--- src/design/sph_gradient_correction_matrix_defines.svh ---
// ---------------------------------------------------------------------------
// sph_gradient_correction_matrix_defines.svh
// Assertion macros used by the gradient correction matrix sequencer (sph_gcm_ctrl).
// ---------------------------------------------------------------------------
`ifndef SPH_GRADIENT_CORRECTION_MATRIX_DEFINES_SVH
`define SPH_GRADIENT_CORRECTION_MATRIX_DEFINES_SVH

// same-cycle implication
`define SPH_ASSERT_SAME(lbl, clk, rst, ante, cons, msg) \
   lbl: assert property (@(posedge clk) disable iff (rst) (ante) |-> (cons)) \
      else $error(msg);

// next-cycle implication
`define SPH_ASSERT_NEXT(lbl, clk, rst, ante, cons, msg) \
   lbl: assert property (@(posedge clk) disable iff (rst) (ante) |=> (cons)) \
      else $error(msg);

`endif

--- src/design/sph_gcm_pkg.sv ---
// ---------------------------------------------------------------------------
// sph_gcm_pkg
// Types, widths and command/status structures of the gradient correction
// matrix block.
// ---------------------------------------------------------------------------
package sph_gcm_pkg;

   localparam int MAX_PARTICLES = 4096;
   localparam int IDX_W         = $clog2(MAX_PARTICLES);
   localparam int FRAC_BITS     = 16;
   localparam int VAL_W         = 32;
   localparam int MASS_W        = 31;
   localparam int ACC_W         = 48;
   localparam int KIND_W        = 3;
   localparam int REQ_W         = 2;
   localparam int PROD_W        = 2 * VAL_W;
   localparam int WSUM_W        = 2 * ACC_W;
   localparam int DET_W         = 2 * ACC_W + 1;
   localparam int DIV_NUM_W     = ACC_W + 2 * FRAC_BITS;
   localparam int DIV_DEN_W     = 2 * ACC_W;
   localparam int DIV_CNT_W     = $clog2(DIV_NUM_W + 1);

   localparam logic [KIND_W-1:0] KIND_NORMAL   = 3'd0;
   localparam logic [KIND_W-1:0] KIND_NULL     = 3'd1;
   localparam logic [KIND_W-1:0] KIND_BOUNDARY = 3'd2;
   localparam logic [KIND_W-1:0] KIND_DUMMY    = 3'd3;

   typedef enum logic [REQ_W-1:0] {
      REQ_LOAD, REQ_PAIR, REQ_INVERT, REQ_NONE
   } req_code_type;

   typedef enum logic [1:0] {
      ADDR_I, ADDR_J, ADDR_CLR
   } addr_sel_type;

   typedef enum logic [1:0] {
      MS_PK, MS_TLO, MS_THI, MS_DET
   } mul_src_type;

   typedef enum logic {
      DS_VOL, DS_INV
   } div_src_type;

   typedef enum logic [4:0] {
      ST_CLEAR, ST_IDLE, ST_DECODE, ST_LD_WAIT, ST_LD_WRITE,
      ST_PK, ST_PK_DRAIN, ST_ACC_RD, ST_TLO, ST_THI, ST_TADD, ST_TFIN,
      ST_ACC_WR, ST_INV_RD, ST_DP_ISSUE, ST_DP_DRAIN, ST_DP_ADD,
      ST_INV_CHK, ST_DIV_WAIT, ST_EMIT
   } state_type;

   typedef logic [3:0][ACC_W-1:0] acc_row_type;

   typedef struct packed {
      logic         cap;
      logic         vol_rd_i;
      logic         vol_rd_j;
      logic         vol_wr;
      logic         acc_rd;
      addr_sel_type acc_rd_sel;
      logic         acc_wr;
      logic         acc_wr_zero;
      addr_sel_type acc_wr_sel;
      logic         clr_inc;
      logic         mul_go;
      mul_src_type  mul_src;
      logic [1:0]   k;
      logic         pr;
      logic         side;
      logic         wsum_clr;
      logic         term_lat;
      logic         det_clr;
      logic         det_add;
      logic         div_go;
      div_src_type  div_src;
      logic [1:0]   div_k;
      logic         inv_lat;
      logic         out_sing;
   } cmd_type;

   typedef struct packed {
      req_code_type req;
      logic         pair_ok;
      logic         upd_j;
      logic         div_done;
      logic         det_zero;
      logic         clr_last;
   } status_type;

endpackage

--- src/design/sph_gcm_ctrl.sv ---
// ---------------------------------------------------------------------------
// sph_gcm_ctrl
// Sequencer for load, pair and invert requests and the post-reset clear.
// ---------------------------------------------------------------------------
`include "sph_gradient_correction_matrix_defines.svh"

module sph_gcm_ctrl
   import sph_gcm_pkg::*;
(
   input  logic       clock,
   input  logic       reset,
   input  logic       start,
   output logic       busy,
   output logic       rsp_valid,
   output cmd_type    cmd,
   input  status_type status
);

   state_type  state_ff, state_in;
   logic [1:0] k_ff, k_in;
   logic       pr_ff, pr_in;
   logic       side_ff, side_in;

   always_ff @(posedge clock) begin
      if (reset) begin
         state_ff <= ST_CLEAR;
         k_ff     <= '0;
         pr_ff    <= 1'b0;
         side_ff  <= 1'b0;
      end else begin
         state_ff <= state_in;
         k_ff     <= k_in;
         pr_ff    <= pr_in;
         side_ff  <= side_in;
      end
   end

   always_comb begin
      state_in = state_ff;
      k_in     = k_ff;
      pr_in    = pr_ff;
      side_in  = side_ff;
      unique case (state_ff)
         ST_CLEAR: begin
            if (status.clr_last) begin
               state_in = ST_IDLE;
            end
         end
         ST_IDLE: begin
            if (start) begin
               state_in = ST_DECODE;
            end
         end
         ST_DECODE: begin
            k_in    = '0;
            pr_in   = 1'b0;
            side_in = 1'b0;
            case (status.req)
               REQ_LOAD:   state_in = ST_LD_WAIT;
               REQ_PAIR:   state_in = status.pair_ok ? ST_PK : ST_IDLE;
               REQ_INVERT: state_in = ST_INV_RD;
               default:    state_in = ST_IDLE;
            endcase
         end
         ST_LD_WAIT: begin
            if (status.div_done) begin
               state_in = ST_LD_WRITE;
            end
         end
         ST_LD_WRITE: state_in = ST_IDLE;
         ST_PK: begin
            k_in = k_ff + 1'b1;
            if (k_ff == 2'd3) begin
               state_in = ST_PK_DRAIN;
            end
         end
         ST_PK_DRAIN: state_in = ST_ACC_RD;
         ST_ACC_RD: begin
            k_in     = '0;
            state_in = ST_TLO;
         end
         ST_TLO:  state_in = ST_THI;
         ST_THI:  state_in = ST_TADD;
         ST_TADD: state_in = ST_TFIN;
         ST_TFIN: begin
            k_in     = k_ff + 1'b1;
            state_in = (k_ff == 2'd3) ? ST_ACC_WR : ST_TLO;
         end
         ST_ACC_WR: begin
            if (!side_ff && status.upd_j) begin
               side_in  = 1'b1;
               state_in = ST_ACC_RD;
            end else begin
               state_in = ST_IDLE;
            end
         end
         ST_INV_RD: begin
            k_in     = '0;
            pr_in    = 1'b0;
            state_in = ST_DP_ISSUE;
         end
         ST_DP_ISSUE: begin
            k_in = k_ff + 1'b1;
            if (k_ff == 2'd3) begin
               state_in = ST_DP_DRAIN;
            end
         end
         ST_DP_DRAIN: state_in = ST_DP_ADD;
         ST_DP_ADD: begin
            k_in = '0;
            if (!pr_ff) begin
               pr_in    = 1'b1;
               state_in = ST_DP_ISSUE;
            end else begin
               state_in = ST_INV_CHK;
            end
         end
         ST_INV_CHK: begin
            k_in     = '0;
            state_in = status.det_zero ? ST_EMIT : ST_DIV_WAIT;
         end
         ST_DIV_WAIT: begin
            if (status.div_done) begin
               k_in = k_ff + 1'b1;
               if (k_ff == 2'd3) begin
                  state_in = ST_EMIT;
               end
            end
         end
         ST_EMIT: state_in = ST_IDLE;
         default: state_in = ST_IDLE;
      endcase
   end

   always_comb begin
      cmd         = '0;
      cmd.k       = k_ff;
      cmd.pr      = pr_ff;
      cmd.side    = side_ff;
      cmd.div_k   = k_ff;
      cmd.mul_src = MS_PK;
      unique case (state_ff)
         ST_CLEAR: begin
            cmd.acc_wr      = 1'b1;
            cmd.acc_wr_zero = 1'b1;
            cmd.acc_wr_sel  = ADDR_CLR;
            cmd.clr_inc     = 1'b1;
         end
         ST_IDLE: begin
            cmd.cap = start;
         end
         ST_DECODE: begin
            if (status.req == REQ_LOAD) begin
               cmd.div_go      = 1'b1;
               cmd.div_src     = DS_VOL;
               cmd.acc_wr      = 1'b1;
               cmd.acc_wr_zero = 1'b1;
               cmd.acc_wr_sel  = ADDR_I;
            end
            if (status.req == REQ_INVERT) begin
               cmd.acc_rd     = 1'b1;
               cmd.acc_rd_sel = ADDR_I;
               cmd.det_clr    = 1'b1;
            end
         end
         ST_LD_WRITE: begin
            cmd.vol_wr = 1'b1;
         end
         ST_PK: begin
            cmd.mul_go   = 1'b1;
            cmd.mul_src  = MS_PK;
            cmd.vol_rd_j = (k_ff == 2'd0);
            cmd.vol_rd_i = (k_ff == 2'd1);
         end
         ST_ACC_RD: begin
            cmd.acc_rd     = 1'b1;
            cmd.acc_rd_sel = side_ff ? ADDR_J : ADDR_I;
         end
         ST_TLO: begin
            cmd.wsum_clr = 1'b1;
            cmd.mul_go   = 1'b1;
            cmd.mul_src  = MS_TLO;
         end
         ST_THI: begin
            cmd.mul_go  = 1'b1;
            cmd.mul_src = MS_THI;
         end
         ST_TFIN: begin
            cmd.term_lat = 1'b1;
         end
         ST_ACC_WR: begin
            cmd.acc_wr     = 1'b1;
            cmd.acc_wr_sel = side_ff ? ADDR_J : ADDR_I;
         end
         ST_DP_ISSUE: begin
            cmd.wsum_clr = (k_ff == 2'd0);
            cmd.mul_go   = 1'b1;
            cmd.mul_src  = MS_DET;
         end
         ST_DP_ADD: begin
            cmd.det_add = 1'b1;
         end
         ST_INV_CHK: begin
            cmd.div_k   = '0;
            cmd.div_src = DS_INV;
            if (status.det_zero) begin
               cmd.out_sing = 1'b1;
            end else begin
               cmd.div_go = 1'b1;
            end
         end
         ST_DIV_WAIT: begin
            cmd.div_src = DS_INV;
            cmd.div_k   = k_ff + 1'b1;
            if (status.div_done) begin
               cmd.inv_lat = 1'b1;
               cmd.div_go  = (k_ff != 2'd3);
            end
         end
         default: begin
         end
      endcase
   end

   assign busy      = (state_ff != ST_IDLE);
   assign rsp_valid = (state_ff == ST_EMIT);

   `SPH_ASSERT_NEXT(a_emit_single, clock, reset, state_ff == ST_EMIT, state_ff == ST_IDLE, "result strobe held past one cycle")
   `SPH_ASSERT_NEXT(a_accept_decode, clock, reset, start && !busy, state_ff == ST_DECODE, "accepted request not decoded")
   `SPH_ASSERT_NEXT(a_div_no_early_done, clock, reset, cmd.div_go, !status.div_done, "divider finished right after start")

endmodule
--- config.mk ---
export PLATFORM = sky130hd
export DESIGN_NAME = sph_gcm_ctrl
export DESIGN_NICKNAME = d
export VERILOG_FILES = /design/src/design/sph_gcm_pkg.sv /design/src/design/sph_gcm_ctrl.sv
export VERILOG_INCLUDE_DIRS = /design/src /design/src/design
export SDC_FILE = /design/constraint.sdc
export NUM_CORES = 1
export LEC_CHECK = 0
export ABC_AREA = 1
export BUFFER_PORTS_ARGS = -buffer_cell sky130_fd_sc_hd__buf_2
export CAP_MARGIN = 20
export CORE_MARGIN = 5
export CORE_UTILIZATION = 45
export CTS_CLUSTER_DIAMETER = 50
export DETAILED_ROUTE_END_ITERATION = 6
export HOLD_SLACK_MARGIN = 0.02
export PLACE_DENSITY = 0.76
export SLEW_MARGIN = 0
export SYNTH_ARGS = -nofsm -noshare
export SYNTH_HDL_FRONTEND = slang
export SYNTH_SLANG_ARGS = --single-unit
--- constraint.sdc ---
create_clock -name clock -period 1.55 [get_ports clock]
set_clock_uncertainty 0.2 [all_clocks]
set_input_delay 0.2325 -clock clock [delete_from_list [all_inputs] [get_ports clock]]
set_output_delay 0.2325 -clock clock [all_outputs]
set_load 0.005 [all_outputs]
# Yosys cells after proc, flatten, opt, wreduce, memory -nomap -nowiden
# Cells that the tools add are included.
# Widths: inputs -> output; s select.
[classes] reduce_logical=15 mux=45 n_addsub=1 eq_ne=33
[ops] cell="$pmux 5 s18" n=1
[ops] cell="$eq 5x4->1 const B" n=8
[ops] cell="$mux 5" n=8
[ops] cell="$eq 5x3->1 const B" n=4
[ops] cell="$eq 5x5->1 const B" n=4
[ops] cell="$ne 2x2->1 const B" n=9
[ops] cell="$pmux 2 s3" n=3
[ops] cell="$mux 1" n=16
[ops] cell="$mux 3" n=4
[ops] cell="$pmux 3 s4" n=1
[ops] cell="$pmux 4 s3" n=1
[ops] cell="$eq 5x2->1 const B" n=2
[ops] cell="$pmux 1 s2" n=5
[ops] cell="$reduce_and 7->1" n=1
[ops] cell="$mux 2" n=3
[ops] cell="$pmux 3 s2" n=1
[ops] cell="$eq 5x1->1 const B" n=1
[ops] cell="$logic_not 5->1" n=1
[ops] cell="$ne 5x1->1 const B" n=1
[ops] cell="$reduce_or 5->1" n=1
[ops] cell="$eq 2x1->1 const B" n=2
[ops] cell="$eq 2x2->1 const B" n=2
[ops] cell="$logic_not 2->1" n=2
[ops] cell="$mux 4" n=1
[ops] cell="9 further kinds" n=12
[word_totals] out_inout_bits=31 input_bits=10 ff_bits=9 wordCells=98

# Longest topological paths before layout
# Gate-level depths: netlist (run 1).
[depth] ltp_word=4 depth_mapped=11 ltp_nobuf=10

# Worst setup path before layout (run 1)
# Ideal clock, no wire load.
[synth_path] path_type="reg2out" start="reg state_ff[1]" end="out cmd[5] (netlist bit)" arrival_ns=1.124 setup_slack_ns=-0.007 n_path_buf=1 required_ns=1.117 stages_incl_launch_ff=8 path_cell_list="dfxtp_1 > buf_6 > inv_2 > nor2_2 > nand3_2 > inv_1 > nand2_2 > o221ai_1"
[synth_rtl] item="start: declaration" line_no="sph_gcm_ctrl.sv:19" text="state_type state_ff, state_in;"
[synth_rtl] item="start signal: assignment" line_no="sph_gcm_ctrl.sv:31" text="state_ff <= state_in;"
[synth_rtl] item="end: declaration" line_no="sph_gcm_ctrl.sv:15" text="output cmd_type cmd,"

==> results.cfg, run 1 <==
[global_route]
grt_max_degree = 9
grt_pass1_wl_mm = 7.42
grt_antenna_before_repair = 0
grt_usage_pct = 27.4
grt_pass1_vias = 1624
grt.overflow.total = 0

[routing]
vias = 1787
first_pass_iters = 4
wl_per_cell_um = 17.3
drt_iter0_drc = 131
post-route-drc-count = 0
drt-total-wl_mm = 5.60
avgViaCountPerCell = 5.53
ant_nets = 0

[critical_path]
start_kind = flop
reg2reg_slack_ns = -0.30
reg2reg_to = state_ff[2]$_SDFFE_PP0P_
worst_setup_path_end_kind = output pin
rr_worst_depth = 11
critPathCapture = cmd[15]
rr_startpoint = state_ff[1]$_SDFFE_PP0P_
crit_fanout = 6
crit_start = state_ff[1]$_SDFFE_PP0P_
crit_arrival_ns = 1.48
worstSetupPathType = flop to output pin
required_ns = 1.12

[synthesis]
yosysSeqAreaShare_pct = 15.8
synth_fa_ha_area_share_pct = 3.30
synthXorXnorAreaFrac_pct = 0
synthTopCellsByCount = nand2_1 (55), nor2_1 (34), inv_1 (30)
ys_dominant_reg_cell = dfxtp_1
synth_top_area_cell = nand2_1
async_flop_share_pct = 0
yosysMostFrequentCell = nand2_1
ys_ff_latch = 9
synth_edf_count = 0
synth_top_family_by_area = simple AND/OR/NAND/NOR gates
yosysUniqueCellTypes = 28
synth_compound_area_share_pct = 11.0
synth.avg_cell_area_um2 = 5.72
synthesis.nets = 212
yosysTopAreaCellShare_pct = 18.2
synth_warnings = 0
synth_cells = 199
syn_area_um2 = 1140
muxShareOfSynthArea_pct = 0
synth-simple-area-share_pct = 51.7
ys_top_cells_by_area = nand2_1 (18%), dfxtp_1 (16%), nor2_1 (11%), inv_1 (9.9%), nand3_2 (4.4%)

[floorplanning]
initial_utilization_pct = 46.3
die_y_um = 60.3
die_x_um = 60.3
io_pins = 41
coreArea_um2 = 2450
dieArea_um2 = 3630
core.rowCount = 18

[pwr]
power_frac_seq_pct = 15.0
p_leak_nw = 1.20
clockPowerShare_pct = 8.8
power_frac_comb_pct = 76.2
irDropWorstVdd_mv = 1.20
p_sw_share_pct = 48.1
p_int_w = 0.00127
powerDensity_nw_per_um2 = 1150
power_w = 0.00245
p_sw_w = 0.00118

[layout]
antenna_cells = 0
final_area_um2 = 2130
area_growth_pct = 87.1
finalNetCount = 307
drive_gt1_share_pct = 57.3

[clocking]
cts_made_buffers = 3
htree_num_levels = 1
clock_sinks = 9
clkLatencyLatePin_ns = 0.28
root_buffer = clkbuf_4
clock_path_buffers = 2
path_clk_slew_ns = 0.08
cts_tree = done

[hold_path]
hold_path.class = primary input to flop
min_path_cells = 6

[timing]
period_share_pct = 123
worst_slack_ns = -0.363
rsz0062_at_grt = true
maxClockFrequency_mhz = 523
setup_violations = 35
period_minus_slack_ns = 1.91
finalMaxSlewViolations = 0
final-hold-violation-count = 0
hold_slack_ns = 0.247

[status]
status = finished, violations left
violations = negative setup slack

[run]
cap_violations = 0

[placed_design]
placedInstanceArea_um2 = 1560
dp_worst_setup_slack_ns = -0.146
dp_hpwl_mm = 3.01
gp_congestion = 1.01
port_buffers = 39
-- timing repair --
action / 4_1_cts / 5_1_grt
setup buffers: 18 / 7
resized for setup: 65 / 30
pin swaps: 20 / 23
endpoints found under the setup margin: 34 / 35
hold buffers: 1 / 0
endpoints found under the hold margin: 1 / 0
-- cells in the final DEF, fill, tap and decap left out, drive strengths merged --
cell type / instances
a21oi: 8
a41oi: 1
buf: 97
clkbuf: 4
conb: 1
dfxtp: 9
dlygate4sd3: 1
ha: 3
inv: 35
nand2: 60
nand3: 15
nand4: 2
nor2: 43
nor3: 2
nor4: 1
o211ai: 1
o21a: 1
o21ai: 7
o221ai: 1
o22ai: 1
-- power groups by stage --
stage	logic, W	registers, W	clock network [W]
3_5_place_dp	0.00116	0.000345	0
2_1_floorplan	0.000721	0.000328	0
3_3_place_gp	0.00115	0.000341	0
6_report	0.00186	0.000368	0.000215
5_1_grt	0.00198	0.000371	0.000223
4_1_cts	0.00150	0.000360	0.000201
-- cell families after synthesis --
group	count (synthesis)
flops	9
buf+inv	43
compound gates	20
fa+ha+maj	3
simple gates	123
other cells	1
-- stage by stage --
| stage | setup TNS (ns) | instances | utilization, % |
|---|---|---|---|
| 5_1_grt | -10.61 | 323 | 86.7 |
| 4_1_cts | -6.70 | 316 | 79.5 |
| 6_report | -9.15 | 323 | 86.7 |
| 2_1_floorplan | 0 | 199 | - |
| 3_3_place_gp | -1.49 | 294 | 63.5 |
| 3_5_place_dp | -1.49 | 294 | 63.5 |
-- layer usage --
layer | global-route usage, % | up-vias | wire length, µm
met4 | 13.9 | 0 | 297
met2 | 45.1 | 130 | 2630
met1 | 32.5 | 818 | 2120
met3 | 7.13 | 38 | 544
met5 | 0 | - | 0
li1 | - | 801 | -
-- critical path, stage by stage, from the launching register on --
cell,delay [ns]
dfxtp_4,0.38
inv_2,0.07
nor2_4,0.19
buf_4,0.17
nand2_2,0.11
o21ai_1,0.13
buf_2,0.14
-- state kept, by name, summed over array words and instances (netlist names) --
signal / flops
state_ff: 5
k_ff: 2
pr_ff: 1
side_ff: 1
-- final cells by class --
class / count / area (µm²)
fillers: 138 / 327
inverters: 35 / 144
well taps: 30 / 37.5
multi-input cells: 147 / 971
clock buffers: 4 / 26.3
repair buffers: 98 / 749
flip-flops and latches: 9 / 200
-- worst min path at each step --
stage | startpoint | endpoint | slack [ns]
6_report | status[3] | side_ff$_SDFFE_PP0P_ | 0.25
5_1_grt | status[3] | side_ff$_SDFFE_PP0P_ | 0.27
4_1_cts | status[3] | side_ff$_SDFFE_PP0P_ | 0.19
3_5_place_dp | side_ff$_SDFFE_PP0P_ | side_ff$_SDFFE_PP0P_ | 0.29
2_1_floorplan | reset | state_ff[1]$_SDFFE_PP0P_ | 0.09
3_3_place_gp | side_ff$_SDFFE_PP0P_ | side_ff$_SDFFE_PP0P_ | 0.29
Power figures use the tool's default switching activity.
==> inputs of run 2 (changes only) <==
- SKIP_LAST_GASP: not set -> 1
- clock period: 1.55 -> 1.75 ns (I/O delays scaled with it)
==> results.cfg, run 2 (synthesis gave the netlist of run 1 again) <==
[global_route]
grt_pass1_vias = 1462
grt.overflow.total = 0
grt_usage_pct = 23.8
grt_antenna_before_repair = 0
grt_max_degree = 9
grt_pass1_wl_mm = 6.53

[floorplanning]
coreArea_um2 = 2450
io_pins = 41
core.rowCount = 18
dieArea_um2 = 3630
die_y_um = 60.3
die_x_um = 60.3
initial_utilization_pct = 46.3

[pwr]
irDropWorstVdd_mv = 0.856
p_leak_nw = 1.11
power_w = 0.00189
powerDensity_nw_per_um2 = 982

[layout]
stdcell_count = 304
antenna_cells = 0
regMostFlops = state_ff
final_core_util_pct = 78.4
drive_gt1_share_pct = 53.6
ff_latch_area_um2 = 196
finalNetCount = 288
multi_input_area_um2 = 938
largestRegisters = state_ff x5, k_ff x2
final_cell_mix = nand2_1 (50), buf_2 (37), nor2_1 (26), buf_4 (26), inv_1 (24)
final_common_cell = nand2_1
area_growth_pct = 69.2
largest_reg_flops = 5
fillers = 149

[routing]
avgViaCountPerCell = 5.40
drt-total-wl_mm = 4.82
post-route-drc-count = 0
first_pass_iters = 5
drt_iter0_drc = 83
ant_nets = 0
wl_per_cell_um = 15.9
vias = 1641

[critical_path]
worst_setup_path_end_kind = output pin
crit_fanout = 4
required_ns = 1.29
start_kind = flop
worstSetupPathType = flop to output pin
crit_arrival_ns = 1.46

[placed_design]
gp_congestion = 0.944
port_buffers = 39
dp_worst_setup_slack_ns = 0.0360
dp_hpwl_mm = 2.73
place_inst = 271

[clocking]
path_clk_slew_ns = 0.07
clock_path_buffers = 2
clock_sinks = 9
ctsHoldBuffers = 0
cts_made_buffers = 3
root_buffer = clkbuf_4
clkLatencyLatePin_ns = 0.28
cts_tree = done
htree_num_levels = 1

[run]
cap_violations = 0

[status]
violations = negative setup slack
status = finished, violations left

[hold_path]
hold_path.class = primary input to flop

[timing]
period_minus_slack_ns = 1.92
finalMaxSlewViolations = 0
maxClockFrequency_mhz = 521
hold_slack_ns = 0.0410
rsz0062_at_grt = true
worst_slack_ns = -0.170
period_share_pct = 110
setup_violations = 30
final-hold-violation-count = 0
## run 2: cell types whose count changed in the layout (fill, tap and decap cells not counted), moves of 3 or more
cell	delta
inv_4	-3
nor2_1	+3
inv_2	+3
buf_6	-6
nor2_2	-4
buf_4	-13
## run 2: area by class of cell
class / instances / share of cell area [%]
multi-input cells: 147 / 48.8
repair buffers: 79 / 29.6
flip-flops and latches: 9 / 10.2
inverters: 35 / 8.13
well taps: 30 / 1.95
clock buffers: 4 / 1.37
## run 2: timing repair
action | in CTS | in global routing
buffers inserted | 16 | 13
endpoints found under the setup margin | 24 | 31
pin swaps | 11 | 15
resized for setup | 52 | 33
## run 2: final timing paths
| path | cells past startpoint | slack (ns) | endpoint | from |
|---|---|---|---|---|
| setup / recovery | 6 | -0.17 | cmd[7] | state_ff[1]$_SDFFE_PP0P_ |
| setup reg to reg | 12 | -0.08 | state_ff[2]$_SDFFE_PP0P_ | state_ff[1]$_SDFFE_PP0P_ |
| hold / removal | 2 | 0.04 | state_ff[1]$_SDFFE_PP0P_ | reset |
| hold reg to reg | 2 | 0.30 | side_ff$_SDFFE_PP0P_ | side_ff$_SDFFE_PP0P_ |
## run 2: metal layers
metal  GRT usage (%)  wire, µm  vias up
li1                -         -      760
met1            28.7      1830      756
met2            41.5      2410       97
met3            3.67       389       28
met4            9.81       195        0
met5               0         0        -
## run 2: report_power, final
part | switching (W) | internal [W]
Sequential | 0.0000554 | 0.000252
Clock | 0.0000923 | 0.0000885
Combinational | 0.000807 | 0.000595
Total | 0.000954 | 0.000936
## run 2: through the flow
stage               cell area (µm²)  TNS, ns
global placement               1380        0
global route                   1920    -4.69
detailed placement             1380        0
CTS                            1700    -1.21
floorplan                      1140        0
finish                         1920    -2.59
## run 2: critical path, stage by stage (launching register included)
cell and delay [ns]:
dfxtp_2 0.35, inv_2 0.05, nor2_4 0.22, nand3_4 0.15
buf_6 0.16, nor3_4 0.11, buf_2 0.14
